`config.mk`:
```
export PLATFORM = sky130hd
export DESIGN_NAME = bracket_balance_checker_core
export DESIGN_NICKNAME = d
export VERILOG_FILES = /design/src/rtl/bbc_pkg.sv /design/src/rtl/bbc_stack_ram.sv /design/src/rtl/bracket_balance_checker_core.sv
export SDC_FILE = /design/constraint.sdc
export NUM_CORES = 1
export LEC_CHECK = 0
export ABC_AREA = 1
export BUFFER_PORTS_ARGS = -buffer_cell sky130_fd_sc_hd__buf_4
export CAP_MARGIN = 20
export CORE_AREA = 2 2 94 141
export DETAILED_ROUTE_END_ITERATION = 16
export DIE_AREA = 0 0 96 143
export GPL_ROUTABILITY_DRIVEN = 0
export PLACE_DENSITY = 0.8
export SLEW_MARGIN = 15
export SYNTH_ARGS = -nofsm -noshare
export SYNTH_HDL_FRONTEND = slang
export SYNTH_SLANG_ARGS = --single-unit
```
`constraint.sdc`:
```
create_clock -name clk -period 2.3 [get_ports clk]
set_input_delay 0.115 -clock clk [delete_from_list [all_inputs] [get_ports clk]]
set_output_delay 0.115 -clock clk [all_outputs]
set_load 0.005 [all_outputs]
```
`src/rtl/bbc_pkg.sv`:
```
// Shared types, character codes and the bracket classifier for the
// bracket balance checker. No dependencies.
`timescale 1ns / 1ps

package bbc_pkg;

    localparam int DEFAULT_STACK_DEPTH = 64;
    localparam int CHAR_W              = 8;

    localparam logic [CHAR_W-1:0] CHAR_PAREN_OPEN   = 8'h28; // (
    localparam logic [CHAR_W-1:0] CHAR_PAREN_CLOSE  = 8'h29; // )
    localparam logic [CHAR_W-1:0] CHAR_SQUARE_OPEN  = 8'h5B; // [
    localparam logic [CHAR_W-1:0] CHAR_SQUARE_CLOSE = 8'h5D; // ]
    localparam logic [CHAR_W-1:0] CHAR_CURLY_OPEN   = 8'h7B; // {
    localparam logic [CHAR_W-1:0] CHAR_CURLY_CLOSE  = 8'h7D; // }

    typedef enum logic [1:0] {
        BR_NONE   = 2'd0,
        BR_PAREN  = 2'd1,
        BR_SQUARE = 2'd2,
        BR_CURLY  = 2'd3
    } br_type_t;

    typedef struct packed {
        logic     is_open;
        logic     is_close;
        br_type_t kind;
    } char_class_t;

    function automatic char_class_t classify(input logic [CHAR_W-1:0] c);
        char_class_t r;
        r = '{is_open: 1'b0, is_close: 1'b0, kind: BR_NONE};
        unique case (c)
            CHAR_PAREN_OPEN:   r = '{is_open: 1'b1, is_close: 1'b0, kind: BR_PAREN};
            CHAR_SQUARE_OPEN:  r = '{is_open: 1'b1, is_close: 1'b0, kind: BR_SQUARE};
            CHAR_CURLY_OPEN:   r = '{is_open: 1'b1, is_close: 1'b0, kind: BR_CURLY};
            CHAR_PAREN_CLOSE:  r = '{is_open: 1'b0, is_close: 1'b1, kind: BR_PAREN};
            CHAR_SQUARE_CLOSE: r = '{is_open: 1'b0, is_close: 1'b1, kind: BR_SQUARE};
            CHAR_CURLY_CLOSE:  r = '{is_open: 1'b0, is_close: 1'b1, kind: BR_CURLY};
            default:           r = '{is_open: 1'b0, is_close: 1'b0, kind: BR_NONE};
        endcase
        return r;
    endfunction

endpackage

```
`src/rtl/bbc_stack_ram.sv`:
```
// Bracket type stack storage: one write port, one read port, registered read.
// Depends on bbc_pkg for the entry type.
`timescale 1ns / 1ps

module bbc_stack_ram #(
    parameter int STACK_DEPTH = bbc_pkg::DEFAULT_STACK_DEPTH,
    localparam int AW = (STACK_DEPTH > 1) ? $clog2(STACK_DEPTH) : 1
) (
    input  logic              clk,
    input  logic              wr_en,
    input  logic [AW-1:0]     wr_addr,
    input  bbc_pkg::br_type_t wr_data,
    input  logic              rd_en,
    input  logic [AW-1:0]     rd_addr,
    output bbc_pkg::br_type_t rd_data
);

    bbc_pkg::br_type_t mem [STACK_DEPTH];
    bbc_pkg::br_type_t rd_data_reg;

    always_ff @(posedge clk)
    begin
        if (wr_en)
        begin
            mem[wr_addr] <= wr_data;
        end
    end

    // Hold read data unless a new read is issued.
    always_ff @(posedge clk)
    begin
        if (rd_en)
        begin
            rd_data_reg <= mem[rd_addr];
        end
    end

    assign rd_data = rd_data_reg;

endmodule

```
`src/rtl/bracket_balance_checker_core.sv`:
```
// Bracket balance checker: one character per transfer, verdict per string.
// Verdict path: the stage 2 register, then the output register.
// Throughput: one character per cycle while stage 2 is not stalled, set by the
//   push/pop on the stack RAM (write and top-entry read at accept).
// Reset: rst_n asynchronous, active low; clears stack level, failure flag and
//   pipeline valids. Stack RAM contents are not cleared and need no sweep.
// Depends on bbc_pkg and bbc_stack_ram.
`timescale 1ns / 1ps

module bracket_balance_checker_core #(
    parameter int STACK_DEPTH = bbc_pkg::DEFAULT_STACK_DEPTH
) (
    input  logic       clk,
    input  logic       rst_n,
    // character stream
    input  logic       s_tvalid,
    output logic       s_tready,
    input  logic [7:0] s_tdata,   // [7:0] char_code
    input  logic       s_tlast,   // end_of_string
    // verdict stream
    output logic       m_tvalid,
    input  logic       m_tready,
    output logic [7:0] m_tdata    // [0] balanced, [7:1] zero
);

    localparam int AW = (STACK_DEPTH > 1) ? $clog2(STACK_DEPTH) : 1;
    localparam int LW = $clog2(STACK_DEPTH + 1);

    // ------------------------------------------------------------------
    // Stage 1 (accept): classify, update the stack level, push into the
    // RAM, and issue the read of the top entry for a pop. A pop always
    // reads an address written by an earlier accepted character, so the
    // registered read sees the push of the previous character and no
    // forwarding path is needed.
    // ------------------------------------------------------------------
    logic                 accept;
    logic                 s2_adv;
    bbc_pkg::char_class_t cls;
    logic                 at_empty;
    logic                 at_full;
    logic                 push_ok;
    logic                 pop_ok;
    logic                 fail_early;
    logic [LW-1:0]        level_reg;
    logic [LW-1:0]        level_next;
    logic [LW-1:0]        level_after;
    logic [LW-1:0]        level_dec;

    // Stage 2: compare popped type, fold into sticky failure.
    logic                 s2_valid_reg;
    logic                 s2_last_reg;
    logic                 s2_check_reg;
    logic                 s2_fail_reg;
    logic                 s2_zero_reg;
    bbc_pkg::br_type_t    s2_kind_reg;
    bbc_pkg::br_type_t    top_kind;
    logic                 failed_reg;
    logic                 failed_next;
    logic                 fail_now;
    logic                 fail_total;

    // Output register.
    logic                 out_valid_reg;
    logic                 out_valid_next;
    logic                 balanced_reg;
    logic                 balanced_next;

    assign accept   = s_tvalid && s_tready;
    assign s_tready = s2_adv;

    assign cls        = bbc_pkg::classify(s_tdata);
    assign at_empty   = (level_reg == '0);
    assign at_full    = (level_reg == LW'(STACK_DEPTH));
    assign push_ok    = cls.is_open && !at_full;
    assign pop_ok     = cls.is_close && !at_empty;
    // Non-bracket, overflow on open, or close on an empty stack.
    assign fail_early = (!cls.is_open && !cls.is_close)
                        || (cls.is_open && at_full)
                        || (cls.is_close && at_empty);
    assign level_dec  = level_reg - LW'(1);

    always_comb
    begin
        level_after = level_reg;
        if (push_ok)
        begin
            level_after = level_reg + LW'(1);
        end
        else if (pop_ok)
        begin
            level_after = level_dec;
        end
        level_next = level_reg;
        if (accept)
        begin
            level_next = s_tlast ? '0 : level_after;
        end
    end

    bbc_stack_ram #(
        .STACK_DEPTH (STACK_DEPTH)
    ) u_stack (
        .clk     (clk),
        .wr_en   (accept && push_ok),
        .wr_addr (level_reg[AW-1:0]),
        .wr_data (cls.kind),
        .rd_en   (accept && pop_ok),
        .rd_addr (level_dec[AW-1:0]),
        .rd_data (top_kind)
    );

    // ------------------------------------------------------------------
    // Stage 2 advances unless it holds a final character whose verdict
    // cannot enter a still-occupied output register.
    // ------------------------------------------------------------------
    assign s2_adv = !s2_valid_reg || !s2_last_reg || !out_valid_reg || m_tready;

    assign fail_now   = s2_fail_reg || (s2_check_reg && (top_kind != s2_kind_reg));
    assign fail_total = failed_reg || fail_now;

    always_comb
    begin
        failed_next    = failed_reg;
        out_valid_next = out_valid_reg && !m_tready;
        balanced_next  = balanced_reg;
        if (s2_valid_reg && s2_adv)
        begin
            if (s2_last_reg)
            begin
                // Report and clear for the next string.
                failed_next    = 1'b0;
                out_valid_next = 1'b1;
                balanced_next  = !fail_total && s2_zero_reg;
            end
            else
            begin
                failed_next = fail_total;
            end
        end
    end

    always_ff @(posedge clk or negedge rst_n)
    begin
        if (!rst_n)
        begin
            level_reg     <= '0;
            s2_valid_reg  <= 1'b0;
            failed_reg    <= 1'b0;
            out_valid_reg <= 1'b0;
        end
        else
        begin
            level_reg     <= level_next;
            failed_reg    <= failed_next;
            out_valid_reg <= out_valid_next;
            if (s2_adv)
            begin
                s2_valid_reg <= accept;
            end
        end
    end

    // Stage 2 payload: load on accept, hold otherwise.
    always_ff @(posedge clk)
    begin
        if (accept)
        begin
            s2_last_reg  <= s_tlast;
            s2_check_reg <= pop_ok;
            s2_fail_reg  <= fail_early;
            s2_zero_reg  <= (level_after == '0);
            s2_kind_reg  <= cls.kind;
        end
        balanced_reg <= balanced_next;
    end

    assign m_tvalid = out_valid_reg;
    assign m_tdata  = {7'd0, balanced_reg};

`ifndef SYNTHESIS
    a_level_in_range: assert property (@(posedge clk) disable iff (!rst_n)
        level_reg <= LW'(STACK_DEPTH))
        else $error("stack level beyond depth");

    a_level_cleared: assert property (@(posedge clk) disable iff (!rst_n)
        (accept && s_tlast) |=> (level_reg == '0))
        else $error("stack level not cleared after final character");

    a_verdict_from_last: assert property (@(posedge clk) disable iff (!rst_n)
        $rose(out_valid_reg) |-> $past(s2_valid_reg && s2_last_reg))
        else $error("verdict without a final character");

    a_s2_hold: assert property (@(posedge clk) disable iff (!rst_n)
        (s2_valid_reg && !s2_adv) |=> (s2_valid_reg && $stable(top_kind)
                                       && $stable(s2_kind_reg)))
        else $error("stage 2 lost its item while stalled");
`endif

endmodule
```
======== After elaboration in Yosys (flattened, before gate mapping) ========
Memory sizes are Yosys's and may differ from the RTL's. A register that Yosys moved wholly into a read port is not among the register bits.
Index checks and enable logic that the tools add are counted.
word-level totals
  bits in registers ....................... 17
  RAM bits ................................ 128
  bits of input ports ..................... 13
  word-level logic and storage cells ...... 61
  memories ................................ 1
operators by class
  $add $sub $neg .......................... 2
  equal/unequal tests ..................... 8
  mux-type cells .......................... 9
  reductions and logical operators ........ 31
memory list
  memory       words  width  rd ports  clocked after Yosys merged registers in  wr ports  line                 RTL
  u_stack.mem  64     2      1         1                                        1         bbc_stack_ram.sv:18  bbc_pkg::br_type_t mem [STACK_DEPTH];
operator list
  cell                   number
  $eq A8 B7 Y1 const B   4
  $pmux W4 S6            1
  $mux W7                3
  $eq A8 B6 Y1 const B   2
  $logic_not A7 Y1       2
  $logic_and A1 B1 Y1    12
  $logic_not A1 Y1       9
  $add A7 B1 Y7 const B  1
  $eq A7 B7 Y1 const B   1
  $logic_or A1 B1 Y1     7
  $sub A7 B1 Y7 const B  1
  $mux W1                5
  $ne A2 B2 Y1           1
  $reduce_and A2 Y1      1

======== Depth between registers and ports, before layout ========
Gate-level depths: netlist of run 1.
  word-level depth ........................ 8
  depth in mapped cells ................... 15
  gate-level depth less buffers ........... 12

======== Cells and area by module ========
Synthesis of run 1 repeated with hierarchy kept, for this count alone.
second synthesis, totals
  cell total of the unflattened synthesis .. 699
  area, all modules ....................... 6990.5 sq um
by module, submodules not included
  module                        times used  cells an instance  area an instance (sq um)  sequential area each (sq um)
  bbc_stack_ram                 1           520                5634.2                    3903.7
  bracket_balance_checker_core  1           179                1356.3                    460.4

======== Least setup slack after synthesis of run 1 ========
No wires, ideal clock.
  kind .................................... input -> register
  start ................................... input s_tdata[7]
  end ..................................... register s2_kind_reg[0], data pin
  arrival ................................. 2194 ps
  path slack .............................. -441 ps
  cell stages on the path ................. 5
  buffers on the path ..................... 0
  path through ............................ inv_1 nand2_1 nor2_1 nand2_1 o211ai_1
RTL lines
  element                 line                                 RTL
  start: declaration      bracket_balance_checker_core.sv:18   input logic [7:0] s_tdata,
  end signal: assignment  bracket_balance_checker_core.sv:172  s2_kind_reg <= cls.kind;
  end: declaration        bracket_balance_checker_core.sv:55   bbc_pkg::br_type_t s2_kind_reg;

======== Worst setup path after layout of run 1 ========
  start ................................... register level_reg[0]
  end ..................................... register u_stack.rd_data_reg[1], in the netlist u_stack.rd_data[1] (read register of u_stack.mem), data pin
on the way
  word-level cells in the longest chain between the ends .. 4
  elaborated cells on any way between the ends .. 5
  those cells by class .................... add/sub: 1; reduce/logical: 4
RTL lines
  element                                                line                                 RTL
  start: declaration                                     bracket_balance_checker_core.sv:44   logic [LW-1:0] level_reg;
  start signal: assignment                               bracket_balance_checker_core.sv:153  level_reg <= level_next;
  branches (longest 4 deep; another with $sub A7 B1 Y7)  n/a
  end: declaration                                       bbc_stack_ram.sv:19                  bbc_pkg::br_type_t rd_data_reg;
Parallel ways; which one is timed is not known.
A chain may end at the register's enable or synchronous reset.

==> impl_metrics.csv, run 1 <==
group,metric,value,unit
power_and_ir_drop,ir_drop,0.4501,mV
setup_path,r2r-end,"u_stack.rd_data[1]$_DFFE_PP_",
placement,place_hpwl,10220,um
clock_network,clk_pin_slew,0.06,ns
clock_network,clock_path_buffers,2,
route,drtAntennaViolNets,0,
timing,finalMaxSlewViolations,0,
clock_network,clock_latency,0.42,ns
floorplan,start_util,54.87,%
timing,slew_headroom,53.19,%
global_routing,antenna_found_initial,0,
setup_path,cp-startpoint,"level_reg[0]$_DFFE_PN0P_",
clock_network,cts_tree,"built",
setup_path,path_class,"reg2reg",
global_routing,grt_max_degree,70,
setup_path,endpoint,"u_stack.rd_data[1]$_DFFE_PP_",
clock_network,root_buffer,"clkbuf_16",
route,wire_per_inst,19.30,um
setup_path,cp_max_fo,39,
route,drc_errors,0,
setup_path,max_stage_delay,0.40,ns
setup_path,endpoint_kind,"flip-flop",
route,vias,5141,
final_layout,fin_nets,700,
timing,fin_crit,2.175,ns
synthesis,syn_inst,654,
setup_path,path_cells,"inv_2 > buf_4 > nand3_1 > nand2_2 > inv_2 > nand3_1 > nand3_1 > nand3_1 > nand2_1",
setup_path,timing.rr.start,"level_reg[0]$_DFFE_PN0P_",
global_routing,grt_overflow,0,
setup_path,cp_data_required_time,2.47,ns
final_layout,syn_to_final_growth,14.27,%
route,postRouteWirelength,16460,um
floorplan,core-area,12450,sq um
route,drt-initial-drc-count,530,
synthesis,yosysSeqAreaShare,63.88,%
global_routing,grtUsageTotal,25.39,%
floorplan,die_x,96,um
global_routing,grt_pass1_wl,25660,um
route,dr.pass1.iters,7,
hold_path,hold_class,"in2async",
setup_path,critPathArrivalTime,2.35,ns
timing,max_freq,459.7,MHz
floorplan,dieArea,13730,sq um
route,via_per_inst,6.027,
placement,io_buffer_count,15,
placement,dp_cells,817,
outcome,status,"finished, final reports clean",
synthesis,netlist_area,6832,sq um
setup_path,cpLargestDelayFamily,"simple AND/OR/NAND/NOR gates",
floorplan,num_rows,50,
timing,finalHoldViolCount,0,
setup_path,worstRegToRegCells,9,
timing,tightestPinTransition,0.7022,ns
timing,whs,0.05743,ns
setup_path,critPathLaunchType,"flip-flop",
timing,worst_clock_skew,0.006398,ns
run,cap_violations,0,
clock_network,cts_buffers,17,
clock_network,cts.sinks,147,
power_and_ir_drop,p_leak,2.760,nW
final_layout,antennaDiodeCount,0,
floorplan,fp.dieH,143,um
setup_path,worstSetupPathDepth,9,
setup_path,critPathSlowestCell,"dfrtp_2",
setup_path,cp_common_cell,"nand3_1",
synthesis,syn_area_per_cell,10.45,sq um
power_and_ir_drop,power,5.890,mW
clock_network,htreeDepth,4,
final_layout,drive_above_1_share,15.49,%
power_and_ir_drop,power_density,754.6,nW/um^2
synthesis,ys_ff_latch,147,
timing,setup_viol,0,
global_routing,first_global_vias,5104,
timing,finalCritPeriodShare,94.58,%
setup_path,rrSetupSlack,0.12,ns
final_layout,largest_register_ffs,128,
setup_path,cp_num_buf_inv,3,
timing,tns,0,ns
synthesis,synth_warnings,0,
synthesis,yosysUniqueCellTypes,31,
final_layout,fin_cells,853,
timing,rsz0062_at_grt,"no",
floorplan,io_pins,23,
## cells in the mapped netlist (all sizes together)
cell type  instances  area, sq um
buf               26        166.4
nor2             188        752.0
ha                 3        37.54
o211ai            32        240.2
inv               33        123.9
a21oi              1        5.000
a211o              1        8.760
o21ai             70        350.3
o22ai              3        18.77
clkbuf            10        37.54
dfrtp             10        250.2
nand2             65        271.5
edfxtp           137         4114
nor3               4        31.28
nor3b              1        7.510
conb               1        3.750
nand3             64        355.3
nand4              2        12.51
xnor2              3        45.05
## per-layer routing
layer | vias up | GRT usage, % | wire length, um | part of all wire [%]
met2 | 275 | 42.73 | 8549 | 52
met1 | 2469 | 28.14 | 5815 | 35
met4 | 0 | 16.39 | 967 | 5.9
li1 | 2322 | - | - | -
met5 | - | 0 | 0 | 0
met3 | 75 | 6.016 | 1130 | 6.9
## metrics by stage
step / utilization [%] / worst slack (ns) / cell area, sq um
after global placement: 57.65 / 0.2771 / 7177
after global routing: 62.70 / 0.02192 / 7806
after CTS: 62.65 / 0.1653 / 7800
after detailed placement: 57.65 / 0.1786 / 7177
final: 62.70 / 0.1247 / 7806
after floorplan: - / -0.3860 / 6894
## timing repair
action | in CTS | in global routing
endpoints found under the setup margin | 0 | 2
hold endpoints to repair | 13 | 0
hold buffers | 4 | 0
setup buffers | 0 | 0
resized for setup | 0 | 2
## layout make-up
cell class / count / area (sq um)
inverters: 33 / 143.9
well taps: 156 / 195.2
multi-input cells: 444 / 2185
repair buffers: 41 / 334.1
clock inverters: 14 / 153.9
fillers: 893 / 4643
flip-flops and latches: 147 / 4365
clock buffers: 18 / 429.2
## power breakdown
group	internal (mW)	switching, mW	total, mW
Combinational	0.0939	0.178	0.272
Sequential	2.91	0.00643	2.91
Clock	1.61	1.09	2.71
## worst min-delay path by stage
stage	start	to	slack (ns)
after floorplan	rst_n	failed_reg$_DFFE_PN0P_	-0.18
after global placement	rst_n	level_reg[6]$_DFFE_PN0P_	-0.05
after detailed placement	rst_n	failed_reg$_DFFE_PN0P_	-0.05
after CTS	rst_n	level_reg[4]$_DFFE_PN0P_	0.06
after global routing	rst_n	level_reg[4]$_DFFE_PN0P_	0.09
final	rst_n	level_reg[4]$_DFFE_PN0P_	0.06
## worst register-to-register path, stage by stage (launching register included)
cell	delay [ns]
dfrtp_2	0.40
inv_2	0.08
buf_4	0.36
nand3_1	0.17
nand2_2	0.23
inv_2	0.19
nand3_1	0.16
nand3_1	0.16
nand3_1	0.13
nand2_1	0.05
## cells by family after synthesis
family                     synth area share (%)
and+or+nand+nor                           20.93
DFF                                       63.88
AOI/OAI and AO/OA                         9.121
buffers and inverters                     4.799
xor gates and xnor gates                 0.6594
adders and majority gates                0.5495
other                                   0.05489
## layout by cell type (no fill, tap or decap), types with 2 or more instances in the layout
cell           Yosys  routed
nor2_4             3       3
nor3_1             3       3
nand3_2            2       2
nor2_2             3       6
inv_1             23      20
nand2_4            2       3
o211ai_1          32      32
ha_1               3       2
edfxtp_1         137     137
conb_1             1       7
nand4_1            2       2
clkinvlp_4         0       4
dlygate4sd3_1      0       4
nor2_1           181     178
nand3_1           60      60
inv_6              0       5
bufinv_16          0       2
nand3_4            2       2
o21ai_0           70      70
inv_2             10      10
clkbuf_16          0      17
xnor2_1            2       2
buf_4             12      35
nand2_1           58      55
o22ai_1            3       3
dfrtp_1           10       9
nand2_2            5       7
(Power assumes the default switching activity.)
==> inputs of run 2 (changes only) <==
RECOVER_POWER = 50   (was default)
==> run 2 against run 1 <==
Maximum frequency grew 0.67%. Clock-buffer cell count is the same. Clock skew fell by 0.00085 ns. Cell count did not move. Critical path type unchanged. Highest routed layer unchanged.
==> impl_metrics.csv, run 2 (synthesis results as in run 1) <==
group,metric,value,unit
outcome,status,"finished, final reports clean",
final_layout,final_cell_mix,"nor2_1, edfxtp_1, o21ai_0",
timing,fin_ws,0.1391,ns
timing,whs,0.1947,ns
route,via_per_inst,6.002,
global_routing,grt_max_degree,70,
setup_path,critPathArrivalTime,2.27,ns
final_layout,antennaDiodeCount,0,
timing,tns,0,ns
timing,setup_viol,0,
floorplan,dieArea,13730,sq um
final_layout,final_common_cell,"nor2_1",
final_layout,fin_util,62.53,%
setup_path,rrSetupSlack,0.14,ns
route,drt-initial-drc-count,534,
timing,max_freq,462.8,MHz
setup_path,cp_max_fo,10,
timing,finalCritPeriodShare,93.95,%
clock_network,clock_path_buffers,2,
setup_path,cp-startpoint,"level_reg[1]$_DFFE_PN0P_",
timing,finalMaxSlewViolations,0,
setup_path,cpLargestDelayFamily,"simple AND/OR/NAND/NOR gates",
clock_network,clock_latency,0.42,ns
final_layout,drive_above_1_share,14.63,%
clock_network,cts_tree,"built",
global_routing,grt_pass1_wl,25660,um
route,drc_errors,0,
final_layout,largest_register_ffs,128,
final_layout,stdcell_area,7785,sq um
final_layout,syn_to_final_growth,13.96,%
route,postRouteWirelength,16350,um
setup_path,path_class,"reg2reg",
final_layout,fin_cells,853,
clock_network,cts.sinks,147,
timing,fin_crit,2.161,ns
setup_path,critPathLaunchType,"flip-flop",
global_routing,grtUsageTotal,25.39,%
clock_network,cts_buffers,17,
power_and_ir_drop,power,5.887,mW
clock_network,root_buffer,"clkbuf_16",
floorplan,num_rows,50,
clock_network,htreeDepth,4,
route,drtAntennaViolNets,0,
setup_path,cp_num_buf_inv,3,
global_routing,antenna_found_initial,0,
placement,io_buffer_count,15,
setup_path,worstRegToRegCells,11,
timing,rsz0062_at_grt,"no",
hold_path,hold_class,"in2async",
floorplan,start_util,54.87,%
power_and_ir_drop,power_density,756.2,nW/um^2
setup_path,path_cells,"inv_1 > ha_1 > inv_1 > nor3_4 > nand3_2 > nand2_4 > nor2_4 > inv_2 > nor2_8 > nand3_4 > nor2_1",
clock_network,cts_setup_buffers,0,
setup_path,critPathSlowestCell,"dfrtp_1",
timing,slew_headroom,15.71,%
setup_path,cp_data_required_time,2.41,ns
floorplan,io_pins,23,
global_routing,grt_overflow,0,
placement,place_hpwl,10220,um
setup_path,max_stage_delay,0.35,ns
final_layout,fin_nets,700,
floorplan,die_x,96,um
run,cap_violations,0,
clock_network,clk_pin_slew,0.06,ns
route,vias,5120,
floorplan,core-area,12450,sq um
placement,dp_worst_setup_slack,0.1786,ns
timing,finalHoldViolCount,0,
power_and_ir_drop,p_leak,2.746,nW
power_and_ir_drop,ir_drop,0.4509,mV
setup_path,endpoint_kind,"flip-flop",
setup_path,timing.rr.start,"level_reg[1]$_DFFE_PN0P_",
setup_path,r2r-end,"u_stack.mem[52][1]$_DFFE_PP_",
global_routing,first_global_vias,5104,
floorplan,fp.dieH,143,um
route,wire_per_inst,19.17,um
placement,dp_cells,817,
timing,worst_clock_skew,0.005552,ns
timing,tightestPinTransition,1.264,ns
route,dr.pass1.iters,5,
placement,placed_cell_area,7177,sq um
setup_path,cp_common_cell,"inv_1",
## run 2: changes by cell type in the layout (fill, tap and decap cells not counted), sizes merged
| cell | previous run | this run |
|---|---|---|
| buf | 37 | 31 |
| clkbuf | 18 | 24 |
| clkinv | 3 | 4 |
| inv | 38 | 37 |
## run 2: area by class of cell
type,instances,area [sq um]
Timing Repair Buffer,41,317.8
Inverter,33,143.9
Clock inverter,14,153.9
Sequential cell,147,4365
Clock buffer,18,429.2
Tap cell,156,195.2
Fill cell,897,4664
Multi-Input combinational cell,444,2180
## run 2: repair_timing
action / CTS / global route
hold buffers: 4 / 0
setup endpoints to repair: 0 / 2
resized for setup: 0 / 2
endpoints found under the hold margin: 13 / 0
## run 2: where the power goes
part / switching, mW / total [mW] / internal [mW]
logic: 0.176 / 0.267 / 0.0908
registers: 0.00639 / 2.91 / 2.91
clock network: 1.10 / 2.71 / 1.61
## run 2: how the worst max path moves through the flow
stage / to / slack, ns / depth (start not counted)
3_5_place_dp: u_stack.rd_data[0]$_DFFE_PP_ / 0.18 / 9
3_3_place_gp: u_stack.rd_data[1]$_DFFE_PP_ / 0.28 / 9
4_1_cts: u_stack.rd_data[0]$_DFFE_PP_ / 0.17 / 9
5_1_grt: u_stack.mem[38][0]$_DFFE_PP_ / 0.02 / 11
2_1_floorplan: s2_kind_reg[0]$_DFFE_PP_ / -0.39 / 5
6_report: u_stack.mem[52][1]$_DFFE_PP_ / 0.14 / 11
## run 2: per-layer routing
metal  track usage, %  wire [um]  vias to the layer above
met5                0          0                        -
met2            42.73       8565                      281
li1                 -          -                     2326
met3            6.016       1210                       76
met1            28.14       5633                     2437
met4            16.39        944                        0
